## src/hw/rtl/lpfl_pkg.sv

```systemverilog
package lpfl_pkg;

  // Table geometry
  localparam int unsigned FRAMES    = 8;
  localparam int unsigned PAGE_BITS = 16;
  localparam int unsigned AGE_BITS  = 16;
  localparam int unsigned IDX_W     = $clog2(FRAMES);

  // Stream field widths
  localparam int unsigned PAGE_FIELD_W  = 16;
  localparam int unsigned FRAME_FIELD_W = 3;
  localparam int unsigned TOTAL_W       = 32;
  localparam int unsigned IN_TDATA_W    = ((PAGE_FIELD_W + 7) / 8) * 8;
  localparam int unsigned OUT_FIELDS_W  = 1 + FRAME_FIELD_W + 2 * TOTAL_W;
  localparam int unsigned OUT_TDATA_W   = ((OUT_FIELDS_W + 7) / 8) * 8;
  localparam int unsigned OUT_PAD_W     = OUT_TDATA_W - OUT_FIELDS_W;

  typedef logic [PAGE_BITS-1:0] page_t;
  typedef logic [AGE_BITS-1:0]  age_t;
  typedef logic [IDX_W-1:0]     idx_t;
  typedef logic [TOTAL_W-1:0]   total_t;

  // Outcome of one table access
  typedef struct packed {
    logic hit;
    idx_t frame;
  } lpfl_lookup_t;

endpackage

```

## src/hw/rtl/lpfl_victim.sv

```systemverilog
module lpfl_victim
  import lpfl_pkg::*;
(
  input  age_t [FRAMES-1:0] ages_i,
  output idx_t              victim_o
);

  localparam int unsigned LEAVES = 1 << IDX_W;
  localparam int unsigned NODES  = 2 * LEAVES - 1;

  age_t node_age [NODES];
  idx_t node_idx [NODES];

  // Oldest-age tree; the left (lower) side wins ties, padding leaves sit at age zero
  always_comb begin
    for (int i = 0; i < LEAVES; i++) begin
      node_age[LEAVES - 1 + i] = (i < FRAMES) ? ages_i[i] : '0;
      node_idx[LEAVES - 1 + i] = IDX_W'(i);
    end
    for (int k = LEAVES - 2; k >= 0; k--) begin
      if (node_age[2 * k + 2] > node_age[2 * k + 1]) begin
        node_age[k] = node_age[2 * k + 2];
        node_idx[k] = node_idx[2 * k + 2];
      end else begin
        node_age[k] = node_age[2 * k + 1];
        node_idx[k] = node_idx[2 * k + 1];
      end
    end
  end

  assign victim_o = node_idx[0];

endmodule

```

## src/hw/rtl/lpfl_table.sv

```systemverilog
module lpfl_table
  import lpfl_pkg::*;
(
  input  logic         clk_i,
  input  logic         rst_ni,
  input  logic         lookup_en_i,
  input  page_t        page_i,
  output lpfl_lookup_t lookup_o
);

  page_t             tag_q [FRAMES];
  logic [FRAMES-1:0] valid_q;
  age_t [FRAMES-1:0] age_q;

  logic match;
  idx_t match_idx;
  logic any_free;
  idx_t free_idx;
  idx_t victim_idx;
  idx_t sel_idx;

  lpfl_victim u_victim (
    .ages_i   (age_q),
    .victim_o (victim_idx)
  );

  // Lowest matching valid frame and lowest empty frame
  always_comb begin
    match     = 1'b0;
    match_idx = '0;
    any_free  = 1'b0;
    free_idx  = '0;
    for (int i = FRAMES - 1; i >= 0; i--) begin
      if (valid_q[i] && (tag_q[i] == page_i)) begin
        match     = 1'b1;
        match_idx = IDX_W'(i);
      end
      if (!valid_q[i]) begin
        any_free = 1'b1;
        free_idx = IDX_W'(i);
      end
    end
  end

  always_comb begin
    if (match) begin
      sel_idx = match_idx;
    end else if (any_free) begin
      sel_idx = free_idx;
    end else begin
      sel_idx = victim_idx;
    end
  end

  assign lookup_o.hit   = match;
  assign lookup_o.frame = sel_idx;

  always_ff @(posedge clk_i or negedge rst_ni) begin
    if (!rst_ni) begin
      valid_q <= '0;
      age_q   <= '0;
    end else if (lookup_en_i) begin
      for (int i = 0; i < FRAMES; i++) begin
        if (IDX_W'(i) == sel_idx) begin
          age_q[i]   <= '0;
          valid_q[i] <= 1'b1;
        end else if (age_q[i] != '1) begin
          age_q[i] <= age_q[i] + 1'b1;
        end
      end
    end
  end

  // Install the page on a miss
  always_ff @(posedge clk_i) begin
    if (lookup_en_i && !match) begin
      tag_q[sel_idx] <= page_i;
    end
  end

endmodule

```

## src/hw/rtl/lru_page_frame_lookup_unit.sv

```systemverilog
// LRU page frame lookup: a fully associative table of FRAMES frames, each with a
// page tag, valid bit and saturating age counter. Every input beat is one page
// access and gives exactly one output beat reporting hit, the frame now holding
// the page, and wrapping running hit/miss totals. A miss fills the lowest empty
// frame, else evicts the oldest frame (lowest index on ties). One beat per clock
// is sustained while the output is not stalled; each access passes the input
// register, then the tag compare, oldest-age tree and table update that load
// the output register. The table comes out of reset empty with no clearing pass.
module lru_page_frame_lookup_unit
  import lpfl_pkg::*;
(
  input  logic                   clk_i,
  input  logic                   rst_ni,
  input  logic                   s_axis_tvalid_i,
  output logic                   s_axis_tready_o,
  input  logic [IN_TDATA_W-1:0]  s_axis_tdata_i,   // [15:0] page_number
  output logic                   m_axis_tvalid_o,
  input  logic                   m_axis_tready_i,
  output logic [OUT_TDATA_W-1:0] m_axis_tdata_o    // [0] hit, [3:1] frame,
                                                   // [35:4] hit_total,
                                                   // [67:36] miss_total, rest zero
);

  logic         in_valid_q;
  page_t        page_q;
  logic         advance;
  logic         lookup_en;
  lpfl_lookup_t lookup;

  total_t hits_q, hits_d;
  total_t misses_q, misses_d;

  logic                     out_valid_q;
  logic                     out_hit_q;
  logic [FRAME_FIELD_W-1:0] out_frame_q;
  total_t                   out_hits_q;
  total_t                   out_misses_q;

  assign advance         = !out_valid_q || m_axis_tready_i;
  assign lookup_en       = in_valid_q && advance;
  assign s_axis_tready_o = !in_valid_q || advance;

  always_ff @(posedge clk_i or negedge rst_ni) begin
    if (!rst_ni) begin
      in_valid_q <= 1'b0;
    end else if (s_axis_tready_o) begin
      in_valid_q <= s_axis_tvalid_i;
    end
  end

  always_ff @(posedge clk_i) begin
    if (s_axis_tvalid_i && s_axis_tready_o) begin
      page_q <= PAGE_BITS'(s_axis_tdata_i[PAGE_FIELD_W-1:0]);
    end
  end

  lpfl_table u_table (
    .clk_i       (clk_i),
    .rst_ni      (rst_ni),
    .lookup_en_i (lookup_en),
    .page_i      (page_q),
    .lookup_o    (lookup)
  );

  always_comb begin
    hits_d   = hits_q;
    misses_d = misses_q;
    if (lookup.hit) begin
      hits_d = hits_q + 1'b1;
    end else begin
      misses_d = misses_q + 1'b1;
    end
  end

  always_ff @(posedge clk_i or negedge rst_ni) begin
    if (!rst_ni) begin
      hits_q      <= '0;
      misses_q    <= '0;
      out_valid_q <= 1'b0;
    end else begin
      if (lookup_en) begin
        hits_q   <= hits_d;
        misses_q <= misses_d;
      end
      if (advance) begin
        out_valid_q <= in_valid_q;
      end
    end
  end

  // Hold the result beat until taken
  always_ff @(posedge clk_i) begin
    if (lookup_en) begin
      out_hit_q    <= lookup.hit;
      out_frame_q  <= FRAME_FIELD_W'(lookup.frame);
      out_hits_q   <= hits_d;
      out_misses_q <= misses_d;
    end
  end

  assign m_axis_tvalid_o = out_valid_q;
  assign m_axis_tdata_o  = {{OUT_PAD_W{1'b0}}, out_misses_q, out_hits_q, out_frame_q, out_hit_q};

endmodule

```

## config.mk

```make
export PLATFORM = sky130hd
export DESIGN_NAME = lru_page_frame_lookup_unit
export DESIGN_NICKNAME = d
export VERILOG_FILES = /design/src/hw/rtl/lpfl_pkg.sv /design/src/hw/rtl/lpfl_victim.sv /design/src/hw/rtl/lpfl_table.sv /design/src/hw/rtl/lru_page_frame_lookup_unit.sv
export SDC_FILE = /design/constraint.sdc
export NUM_CORES = 1
export LEC_CHECK = 0
export BUFFER_PORTS_ARGS = -buffer_cell sky130_fd_sc_hd__buf_2
export CAP_MARGIN = 20
export CORE_MARGIN = 2
export CORE_UTILIZATION = 35
export CTS_BUF_LIST = sky130_fd_sc_hd__clkbuf_8
export CTS_CLUSTER_DIAMETER = 40
export DETAILED_ROUTE_END_ITERATION = 10
export HOLD_SLACK_MARGIN = 0.03
export PLACE_DENSITY_LB_ADDON = 0.1
export SLEW_MARGIN = 10
export SYNTH_ARGS = -nofsm -noshare
export SYNTH_HDL_FRONTEND = slang
export SYNTH_SLANG_ARGS = --single-unit
```

## constraint.sdc

```tcl
create_clock -name clk_i -period 10.1 [get_ports clk_i]
set_clock_uncertainty 0.1 [all_clocks]
set_input_delay 1.515 -clock clk_i [delete_from_list [all_inputs] [get_ports clk_i]]
set_output_delay 1.515 -clock clk_i [all_outputs]
set_load 0.02 [all_outputs]
```

; After elaboration in Yosys (flattened, before gate mapping)
; Memories as Yosys holds them, arrays and structs flattened.
; Index checks and enable logic that the tools add are counted.
; Widths: inputs -> output; s select.
[totals]
regBits = 286
ram_bits = 128
out_inout_bits = 74
n_memories = 1
[classes]
addsub = 10
magnitude_cmp = 7
eq_ne = 23
muxes = 67
n_reduce_logical = 41
[mem_list]
columns = memory, words, width, rd, rd_clocked_by_memory_dff, write_ports, line
row1 = u_table.tag_q, 8, 16, 8, 0, 1, lpfl_table.sv:11  ; page_t tag_q [FRAMES];
[ops]
columns = cell, count
row1 = $mux 16, 22
row2 = $add 16x1->16 const B, 8
row3 = $eq 16x16->1, 8
row4 = $ne 16x16->1 const B, 8
row5 = $gt 16x16->1, 7
row6 = $add 32x1->32 const B, 2
row7 = $mux 32, 2
row8 = $mux 3, 21
row9 = $reduce_and 2->1, 16
row10 = $mux 1, 22
row11 = $reduce_bool 2->1, 8
row12 = $eq 3x3->1 const A, 4
row13 = $logic_and 1x1->1, 11
row14 = $eq 2x3->1 const A, 2
row15 = $eq 1x3->1 const A, 1
row16 = $logic_not 1->1, 3
row17 = $logic_not 3->1, 1
row18 = $logic_or 1x1->1, 2

; Depth between registers and ports, before layout
; Gate-level depths: netlist of the first run.
; An unclocked memory read counts as a cell.
[depth]
word_depth = 15
depth_mapped = 32
mapped_depth_nobuf = 28

; By module
; A second synthesis of the first run with hierarchy kept.
[hier_totals]
hier_cells = 2277
area_unflattened_um2 = 24129.4
[modules_own_cells]
columns = module, instances, cells_per_inst, area_per_inst_um2, seq_area_each_um2
row1 = lpfl_table, 1, 1280, 13669.4, 7247.0
row2 = lru_page_frame_lookup_unit, 1, 517, 6546.3, 4174.0
row3 = lpfl_victim, 1, 480, 3913.8, 0.0

; Worst setup path after synthesis of the first run
; Ideal clock, no wire load.
[synth_timing]
kind = reg2reg
start = reg u_table.age_q[43] in the netlist's numbering
end = mem u_table.tag_q[1][0] in the netlist's numbering, enable pin
setup_ps = 409
t_arrival_ps = 7365
slack_ps = 2226
stages_incl_launch_ff = 27
path_cell_list = dfrtp_1 > inv_1 > ha_1 > nand4_1 > or4_1 > nand2_1 > clkbuf_1 > mux2_2 > ha_1 > a21oi_1 > o21ai_0 > a221o_1 > o31ai_1 > clkbuf_1 > o21ai_0 > ha_1 > and4_1 > nand2b_1 > or3_1 > and2_1 > a211o_1 > a31o_2 > and2_1 > buf_6 > buf_6 > buf_6 > nor3_1
[synth_between]
elab_chain_len = 8
elab_cells_between_ends = 10
[synth_lines]
columns = item, line
row1 = from (decl), lpfl_table.sv:13  ; age_t [FRAMES-1:0] age_q;
row2 = "from (signal, indexed assignment)", lpfl_table.sv:68  ; age_q[i] <= age_q[i] + 1'b1;
row3 = $gt 16x16->1, lpfl_victim.sv:21  ; if (node_age[2 * k + 2] > node_age[2 * k + 1]) begin
row4 = $mux 16, lpfl_victim.sv:21
row5 = $gt 16x16->1, lpfl_victim.sv:21
row6 = $mux 16, lpfl_victim.sv:21
row7 = $gt 16x16->1, lpfl_victim.sv:21
row8 = $mux 3 *, lpfl_victim.sv:21
row9 = $mux 3 *, lpfl_table.sv:48  ; end else if (any_free) begin
row10 = $mux 3 *, lpfl_table.sv:46  ; if (match) begin
row11 = to (decl), lpfl_table.sv:11
; Every way passes the cells marked *; elsewhere a longest branch is shown, timed or not.

; Worst setup path after layout of the first run
[layout_timing]
start = reg u_table.age_q[79] in the netlist's numbering
end = mem u_table.tag_q[4][15] in the netlist's numbering, enable pin
; Same word-level chain as after synthesis.

==> summary.txt, run 1 <==
Status
  – Outcome: completed

STA
  – Final Hold Vio Count: 0
  – Final worst setup slack: between 1000 and 1500 ps
  – Worst slew pin tran: between 1000 and 1500 ps
  – Tcrit/Tclk final: between 80 and 90%
  – Maximum clock rate: between 100 and 150 MHz
  – Final Max Slew Viols: 0
  – Fin Setup TNS: 0 ps
  – Final setup fails: 0
  – RSZ-0062 raised after global routing: false
  – Worst slew margin: between 30% and 40%
  – Final min period: approximately 9000 ps

Synthesis
  – Top_reg_cell synth: edfxtp_1
  – Syn Area/Cell: between 10 and 15 um2
  – Cell Area, Synth: approximately 23000 um2
  – Asr flop ratio synth: approximately half
  – Sequential area share after synthesis: a little under 50%
  – Yosys reg bits: 414
  – Yosys cell types: between 70 and 80
  – Post-synth EDFFs: 212
  – Yosys warnings: 0
  – Count of mapped cells out of synthesis: about 2200

Cells and area
  – Layout Nets: approximately 2500
  – Footprint of the multi-input gates: 10800 um2
  – Commonest non-fill, non-tap cells in the layout: 228 x nand2_1, 212 x edfxtp_1, 202 x dfrtp_1, 200 x nor2_1, 187 x xnor2_1
  – Layout cell share with drive strength beyond 1: approximately 14%
  – Post-Route Utilization: 41.2%
  – Area grow syn2layout: 15.9%
  – Commonest non-fill, non-tap cell in the layout: nand2_1
  – Fillcell total: 6403
  – Reg area: around 11000 um2

Drt
  – DRT antenna net count: 0
  – DRT Pass-1 Iters: 5
  – 1st-iter DRT viols: 1251
  – Vias/cell: slightly above 5
  – DRC: 0
  – WL/cell: approximately 18 um
  – Via count: about 17000
  – Post-Route WL: 60000 um

Placed design
  – Post-DP HPWL: between 40000 and 50000 um
  – PortBufs: between 80 and 90
  – Dpl ws: about 1100 ps
  – Routability cong.: a little under 0.9

Worst hold path
  – Hold Crit Class: reg -> reg

Pwr
  – Final Power: ~9.4 mW
  – Leakage power: 10.8 nW
  – Cell Pwr Density: between 300 and 400 nW/um2
  – Max VDD drop: about 0.28 mV

CTS
  – Sink Count: a little over 400
  – H-tree depth: 3
  – CTS tree: yes
  – CTS Buf Count: 90
  – Root Buffer: clkbuf_8
  – Cts repair resizes: 0
  – # hold bufs at CTS: 0
  – CTS clk-pin slew, worst paths: around 60 ps
  – Clock Path Buffers: 3
  – Setup bufs post-CTS: 0
  – Clock Latency Late Sink: 690 ps

Worst setup path
  – Worst path required time: around 10000 ps
  – CP endpoint kind: flop
  – CP Launch Type: flop
  – Top Family by Delay on Critical Path: simple AND/OR/NAND/NOR gates
  – CP max-delay cell: o31a_1
  – Crit path buf inv count: 4
  – Critical path's largest stage delay: roughly 770 ps
  – Crit path arrival time: ~9300 ps
  – WS Path Type: reg -> reg
  – Critical Path Fanout Max: 30

Global routing
  – Largest net degree at the start of global routing: roughly 90
  – GR Overflow Total: 0
  – Vias in the first global route: around 17000
  – GRT Overall Usage: between 15 and 20%
  – Antenna violations before repair: 2
  – First-pass GRT wire length: about 95000 um

Die
  – Chip width: between 200 and 300 um
  – Die height: between 200 and 300 um
  – Starting Density: 35.5%
  – Site Rows: 93
  – DIE AREA: roughly 68000 um2
  – CORE AREA: between 60000 and 70000 um2
  – Top Ports: between 90 and 100

Run
  – Max Cap Viol: 0
layout make-up:
class	instances	share of cell area, %
antenna	3	0.0282
clock buffer	101	5.22
clock inverter	62	3.16
inverter	95	1.37
multi-input combinational	1651	40.6
sequential	414	42.9
tap	855	4.02
timing repair buffer	126	2.77
synthesized netlist by cell type, types with 11 or more instances:
cell	n	share of area [%]
nand3_1	96	2.1
o31ai_1	20	0.65
a21oi_1	116	2.5
and3_1	49	1.3
xor2_1	86	3.3
nand2b_1	11	0.30
edfxtp_1	212	28
mux2_2	18	0.88
nor2_1	200	3.3
o32ai_1	23	0.88
ha_1	122	6.6
clkbuf_1	40	0.65
or2_2	19	0.52
dfrtp_1	202	22
or3_1	21	0.57
inv_1	93	1.5
and2_1	15	0.41
buf_2	21	0.46
o21ai_0	91	2.0
nor3_1	53	1.2
nand2_1	229	3.7
o22ai_1	34	0.93
nand4_1	96	2.6
xnor2_1	187	7.1
metal layers:
metal  wire [um]  GRT usage (%)  up-vias
li1            -              -     8390
met1       26800           22.9     8335
met2       29100           30.7      364
met3        2530           3.39      103
met4        1540           5.62        0
met5           0              0        -
path summary, 6_finish.rpt:
path | from | to | slack, ps | cells after the start
max in group asynchronous | rst_ni | u_table.age_q[40] | 7580 | 2
min in group asynchronous | rst_ni | misses_q[19] | 730 | 1
worst max register to register | u_table.age_q[79] | u_table.tag_q[4][15] | 1030 | 27
worst min register to register | hits_q[31] | hits_q[31] | 390 | 1
worst min-delay path | hits_q[31] | hits_q[31] | 390 | 1
worst max-delay path | u_table.age_q[79] | u_table.tag_q[4][15] | 1030 | 27
power by group:
part / leakage [nW] / switching, mW / total [mW] / internal [mW]
registers: 4.67 / 0.273 / 2.52 / 2.25
logic: 4.96 / 3.10 / 4.64 / 1.53
clock network: 1.20 / 0.807 / 2.25 / 1.44
flip-flops by register name (all words and copies together), names as in the netlist, 3 cells and up:
name             count
u_table.valid_q      8
hits_q              32
out_hits_q          32
out_misses_q        32
u_table.age_q      128
u_table.tag_q      128
misses_q            32
out_frame_q          3
page_q              16
stage by stage:
stage                     cells  area, um2  hold slack, ps
final                      3307      26600             386
after global routing       3307      26600             411
after CTS                  3304      26600             385
after detailed placement   3141      24400             361
after global placement     3140      24400             351
after floorplan            2246      23000             332
cells by family (layout without fill, tap and decap cells):
group                    Yosys count  after routing  synth area share [%]
AND/OR/NAND/NOR                  857            857                  18.5
buffers and inverters            181            384                  3.48
multiplexers                      21             21                  1.01
AO/OA/AOI/OAI                    374            374                  10.2
XOR/XNOR                         273            273                  10.4
adder cells (fa/ha/maj)          122            122                  6.64
flip-flops                       414            414                  49.7
other                              1              7                0.0163
No activity file was read; power rests on OpenSTA's default activity.
==> run 2: changes to the inputs <==
==> constraint.sdc (replaced) <==
create_clock -name clk_i -period 9.8 [get_ports clk_i]
set_clock_uncertainty 0.1 [all_clocks]
set_input_delay 1.47 -clock clk_i [delete_from_list [all_inputs] [get_ports clk_i]]
set_output_delay 1.47 -clock clk_i [all_outputs]
set_load 0.02 [all_outputs]
==> summary.txt, run 2 (synthesis results as in run 1) <==
Pwr
  – Max VDD drop: 0.360 mV (+28%)
  – Leakage power: 10.7 nW (-1.3%)
  – Cell Pwr Density: 352 nW/um2 (-0.16%)

Placed design
  – PortBufs: 89 (unchanged)
  – Post-Place Cells: 3149 (+0.25%)
  – Post-DP HPWL: 42100 um (-0.58%)
  – Routability cong.: 0.892 (+1.3%)
  – Dpl ws: 1280 ps (+204 ps)

Drt
  – Vias/cell: 5.16 (-0.70%)
  – DRC: 0 (unchanged)
  – WL/cell: 18.1 um (-0.20%)
  – DRT Pass-1 Iters: 5 (unchanged)
  – Post-Route WL: 59900 um (about the same)
  – 1st-iter DRT viols: 935 (-25%)
  – Via count: 17100 (-0.55%)
  – DRT antenna net count: 0 (unchanged)

Global routing
  – Antenna violations before repair: 1 (-1)
  – First-pass GRT wire length: 96200 um (+0.80%)
  – Vias in the first global route: 17300 (+1.2%)
  – GRT Overall Usage: 18.0% (+0.065 points)
  – GR Overflow Total: 0 (unchanged)
  – Largest net degree at the start of global routing: 90 (+1.1%)

Worst setup path
  – R2R Path Start: u_table.age_q[110]
  – CP max-delay cell: nor2_1
  – Worst path required time: 10210 ps (-150 ps)
  – CP endpoint kind: flop
  – WS Path Type: reg -> reg
  – CP Launch Type: flop
  – Critical Path Fanout Max: 30 (unchanged)
  – Worst R2R End: u_table.age_q[33]
  – Most common cell on crit path: ha_1
  – FF-to-FF path depth: 28 (+3.7%)
  – Worst reg2reg setup slack: 1180 ps (+150 ps)
  – Crit path arrival time: 9030 ps (-310 ps)
  – Critical path's largest stage delay: 720 ps (-50 ps)

STA
  – Final Max Slew Viols: 0 (unchanged)
  – Final setup fails: 0 (unchanged)
  – Maximum clock rate: 116 MHz (+5.2%)
  – RSZ-0062 raised after global routing: false
  – Worst slew margin: 32.0% (+0.42 points)
  – Final Hold Vio Count: 0 (unchanged)
  – Final min period: 8620 ps (-451 ps)
  – Final hold slack: 366 ps (-19.7 ps)
  – Final worst setup slack: 1180 ps (+151 ps)
  – Tcrit/Tclk final: 88.0% (-1.9 points)
  – Fin Setup TNS: 0 ps (unchanged)
  – Worst slew pin tran: 1020 ps (-10.0 ps)

Status
  – Outcome: completed

Die
  – Die height: 260 um (unchanged)
  – Top Ports: 94 (unchanged)
  – Starting Density: 35.5% (unchanged)
  – Site Rows: 93 (unchanged)
  – DIE AREA: 67700 um2 (unchanged)
  – Chip width: 260 um (unchanged)
  – CORE AREA: 64700 um2 (unchanged)

Worst hold path
  – Hold Crit Class: reg -> reg
  – WHS Path Cells: 1 (unchanged)
  – Hold wc startpoint: u_table.age_q[109]
  – Hold EP: u_table.age_q[109]

CTS
  – H-tree depth: 3 (unchanged)
  – CTS clk-pin slew, worst paths: 60 ps (about the same)
  – Root Buffer: clkbuf_8
  – # hold bufs at CTS: 0 (unchanged)
  – Clock Latency Late Sink: 690 ps (about the same)
  – Clock Path Buffers: 3 (unchanged)
  – Sink Count: 414 (unchanged)
  – CTS tree: yes
  – Cts repair resizes: 0 (unchanged)
  – CTS Buf Count: 87 (-3.3%)
  – Setup bufs post-CTS: 0 (unchanged)

Cells and area
  – Area grow syn2layout: 14.7%
  – Layout Nets: 2526 (+0.24%)
  – Commonest non-fill, non-tap cells in the layout: 228 x nand2_1, 212 x edfxtp_1, 202 x dfrtp_1, 200 x nor2_1, 187 x xnor2_1
  – Layout cell share with drive strength beyond 1: 13.9% (-0.040 points)
  – Non-Filler Instances: 3312 (+0.15%)
  – Top flop regs: u_table.age_q: 128 flops, u_table.tag_q: 128 flops
  – Commonest non-fill, non-tap cell in the layout: nand2_1
  – Post-Route Utilization: 40.7% (-0.44 points)

Run
  – Max Cap Viol: 0 (unchanged)
run 2: layout make-up:
type,instances,area [um2]
well taps,855,1070
diodes,1,2.50
fillers,6409,38300
repair buffers,135,813
clock buffers,91,1250
multi-input cells,1651,10800
flip-flops and latches,414,11400
clock inverters,70,624
inverters,95,364
run 2: metrics by stage:
step | instance area (um2) | power [mW]
final | 26400 | 9.29
after global routing | 26400 | 10.1
after CTS | 26300 | 9.37
after detailed placement | 24500 | 7.36
after global placement | 24500 | 7.29
after floorplan | 23000 | 5.91
run 2: worst max-delay path by stage:
stage	from	end	cells past startpoint
floorplan	u_table.age_q[43]	u_table.tag_q[1][0]	26
global placement	u_table.age_q[111]	u_table.age_q[33]	27
detailed placement	u_table.age_q[111]	u_table.age_q[34]	28
CTS	u_table.age_q[110]	u_table.age_q[33]	28
global route	u_table.age_q[111]	u_table.age_q[33]	26
finish	u_table.age_q[110]	u_table.age_q[33]	28
run 2: power by group:
part	internal (mW)	switching (mW)
Clock	1.14	0.818
Combinational	1.63	3.10
Sequential	2.32	0.283
Total	5.08	4.21
run 2: worst max-delay path, delay by kind of cell (launching register included):
| family | cells | cell delay (ps) |
|---|---|---|
| buffers and inverters | 4 | 690 |
| AOI/OAI and AO/OA | 8 | 2150 |
| adders and majority gates | 3 | 870 |
| DFF | 1 | 390 |
| and+or+nand+nor | 13 | 4270 |
run 2: metal layers:
| layer | routed length, um | share of wire (%) | vias up | track usage, % |
|---|---|---|---|---|
| met1 | 27000 | 45 | 8256 | 23.2 |
| met2 | 28800 | 48 | 365 | 30.5 |
| met5 | 0 | 0 | - | 0 |
| met4 | 1420 | 2.4 | 0 | 5.41 |
| met3 | 2700 | 4.5 | 103 | 3.69 |
| li1 | - | - | 8374 | - |
==> run 3: changes to the inputs <==
--- a/config.mk
+++ b/config.mk
@@ -17,4 +17,5 @@
 export SLEW_MARGIN = 10
 export SYNTH_ARGS = -nofsm -noshare
 export SYNTH_HDL_FRONTEND = slang
+export SYNTH_HIERARCHICAL = 1
 export SYNTH_SLANG_ARGS = --single-unit
==> summary.txt, run 3 <==
CTS
  – CTS Buf Count: 93 (+6.9%)
  – # hold bufs at CTS: 0 (unchanged)
  – H-tree depth: 3 (unchanged)
  – CTS tree: yes
  – Root Buffer: clkbuf_8
  – Cts repair resizes: 0 (unchanged)
  – Clock Path Buffers: 3 (unchanged)
  – Setup bufs post-CTS: 0 (unchanged)
  – CTS clk-pin slew, worst paths: 60 ps (about the same)
  – Clock Latency Late Sink: 690 ps (about the same)
  – Sink Count: 414 (unchanged)

Global routing
  – GR Layer Usage met2: 28.3% (-2.3 points)
  – Busiest grt layer: met2
  – GR Layer Usage met3: 2.91% (-0.79 points)
  – GRT Overall Usage: 17.8% (-0.19 points)
  – Antenna violations before repair: 1 (unchanged)
  – Largest net degree at the start of global routing: 85 (-5.6%)
  – Met1 Use GR: 25.0% (+1.9 points)
  – First-pass GRT wire length: 101000 um (+4.9%)
  – Vias in the first global route: 17800 (+3.1%)
  – GR Overflow Total: 0 (unchanged)

Synthesis
  – Yosys cell types: 86 (+16%)
  – Cell Area, Synth: 24100 um2 (+5.0%)
  – Count of mapped cells out of synthesis: 2277 (+1.5%)
  – Post-synth EDFFs: 212 (unchanged)
  – Largest cells by area after synthesis: edfxtp_1 26%, dfrtp_1 21%, ha_1 6.3%
  – Top cells by count, synth: 212 x edfxtp_1, 202 x dfrtp_1, 183 x nor2_1
  – Syn Area/Cell: 10.6 um2 (+3.4%)
  – Asr flop ratio synth: 48.8% (unchanged)
  – Sequential area share after synthesis: 47.3% (-2.4 points)
  – Yosys reg bits: 414 (unchanged)
  – Yosys warnings: 6 (+6)
  – Post-synth top area share: 26.4% (-1.3 points)
  – Area leader, netlist: edfxtp_1
  – Most common cell in the netlist: edfxtp_1
  – Top_reg_cell synth: edfxtp_1

Die
  – Die height: 267 um (+2.4%)
  – Site Rows: 96 (+3.2%)
  – DIE AREA: 71100 um2 (+4.9%)
  – Starting Density: 35.2% (-0.28 points)
  – CORE AREA: 68500 um2 (+5.8%)
  – Top Ports: 94 (unchanged)
  – Chip width: 267 um (+2.4%)

Worst setup path
  – Worst reg2reg setup slack: 840 ps (-340 ps)
  – WS Path Type: reg -> reg
  – CP max-delay cell: a22o_1
  – R2R Path Start: u_table/age_q[41]
  – FF-to-FF path depth: 32 (+14%)
  – Crit path arrival time: 9400 ps (+370 ps)
  – CP Launch Type: flop
  – Critical path's largest stage delay: 780 ps (+60 ps)
  – Critical Path Fanout Max: 16 (-47%)
  – Worst R2R End: u_table/age_q[91]
  – CP endpoint kind: flop
  – Most common cell on crit path: o21ai_0
  – Worst path required time: 10240 ps (+30 ps)

Pwr
  – Gate power share: 35.9% (-15 points)
  – Leakage power: 12.1 nW (+13%)
  – Clock share of power: 29.9% (+8.8 points)
  – Reg power frac: 34.2% (+6.2 points)
  – Max VDD drop: 0.250 mV (-31%)
  – Switch share: 38.1% (-7.2 points)
  – P_int: 4.52 mW (-11%)
  – Cell Pwr Density: 265 nW/um2 (-25%)
  – Switch Pwr: 2.79 mW (-34%)

Drt
  – Via count: 17800 (+4.0%)
  – DRT Pass-1 Iters: 5 (unchanged)
  – 1st-iter DRT viols: 1019 (+9.0%)
  – DRT antenna net count: 0 (unchanged)
  – WL/cell: 18.7 um (+3.3%)
  – Post-Route WL: 62900 um (+5.0%)
  – DRC: 0 (unchanged)
  – Vias/cell: 5.28 (+2.4%)

STA
  – Final Max Slew Viols: 0 (unchanged)
  – Worst slew pin tran: 1080 ps (+62.5 ps)
  – Final min period: 8960 ps (+338 ps)
  – Worst slew margin: 27.6% (-4.5 points)
  – Final Hold Vio Count: 0 (unchanged)
  – Tcrit/Tclk final: 91.4% (+3.4 points)
  – Maximum clock rate: 112 MHz (-3.8%)
  – RSZ-0062 raised after global routing: false
  – Final worst setup slack: 840 ps (-338 ps)
  – Fin Setup TNS: 0 ps (unchanged)
  – Final setup fails: 0 (unchanged)

Cells and area
  – Area grow syn2layout: 14.2%
  – Layout cell share with drive strength beyond 1: 14.1% (+0.13 points)
  – Fillcell total: 6702 (+4.6%)
  – Commonest non-fill, non-tap cells in the layout: 212 x edfxtp_1, 202 x dfrtp_1, 183 x nor2_1, 165 x xnor2_1, 153 x inv_1
  – Layout Nets: 2549 (+0.91%)
  – Top flop regs: u_table/age_q: 128 flops, u_table/tag_q: 128 flops
  – Commonest non-fill, non-tap cell in the layout: edfxtp_1

Status
  – Outcome: completed

Worst hold path
  – WHS Path Cells: 1 (unchanged)
  – Hold wc startpoint: misses_q[31]
  – Hold Crit Class: reg -> reg
  – Hold EP: misses_q[31]

Run
  – Max Cap Viol: 0 (unchanged)

Placed design
  – Dpl ws: 926 ps (-354 ps)
  – Post-DP HPWL: 43100 um (+2.3%)
  – PortBufs: 89 (unchanged)
  – Routability cong.: 0.846 (-5.2%)
[run 3: worst max path at each step]
stage,startpoint,end,depth (start not counted)
floorplan,u_table/age_q[33],u_table/tag_q[6][0],36
global placement,u_table/age_q[37],u_table/tag_q[0][11],30
detailed placement,u_table/age_q[41],u_table/age_q[93],33
CTS,u_table/age_q[41],u_table/age_q[91],33
global route,u_table/age_q[41],u_table/age_q[91],33
finish,u_table/age_q[41],u_table/age_q[91],32
[run 3: layer usage]
layer  part of all wire, %  routed length, um  vias to the layer above
met3                   4.1               2580                       85
met4                   1.7               1090                        0
met1                    48              30400                     8766
met2                    46              28800                      359
li1                      -                  -                     8577
met5                     0                  0                        -
[run 3: cells by family after synthesis]
logic type / synth area share, %
buffers and inverters: 4.37
and+or+nand+nor: 17.1
AOI/OAI and AO/OA: 10.5
muxes: 4.82
adders and majority gates: 6.33
xor gates and xnor gates: 9.55
other: 0.0155
DFF: 47.3
[run 3: power by group through the flow]
stage                     clock (mW)  sequential (mW)  combinational, mW
after floorplan                    0             2.46               1.92
after detailed placement           0             2.53               2.63
after global placement             0             2.53               2.57
final                           2.19             2.50               2.62
after global routing            2.34             2.54               2.91
after CTS                       2.26             2.50               2.64
[run 3: critical path: cells and delay by family (launching register included)]
family	cells	cell delay [ps]
AO/OA/AOI/OAI	19	5020
adder cells (fa/ha/maj)	3	920
buffers and inverters	4	960
flip-flops	1	460
multiplexers	3	1030
AND/OR/NAND/NOR	3	330
[run 3: cell type report]
type | count | area, um2 | area share, %
clock buffer | 102 | 1400 | 5.09
antenna | 1 | 2.50 | 0.00908
timing repair buffer | 127 | 741 | 2.69
inverter | 128 | 485 | 1.76
clock inverter | 69 | 708 | 2.57
multi-input combinational | 1643 | 11700 | 42.4
sequential | 414 | 11400 | 41.4
tap | 882 | 1100 | 4.00
[run 3: through the flow]
| stage | cell area, um2 | total power [mW] | std cells | utilization (%) | hold WS (ps) |
|---|---|---|---|---|---|
| floorplan | 24100 | 4.38 | 2280 | - | 361 |
| global placement | 25400 | 5.10 | 3194 | 37.2 | 376 |
| detailed placement | 25400 | 5.16 | 3194 | 37.2 | 375 |
| CTS | 27600 | 7.40 | 3365 | 40.2 | 387 |
| global route | 27600 | 7.79 | 3366 | 40.2 | 398 |
| finish | 27600 | 7.31 | 3366 | 40.2 | 382 |
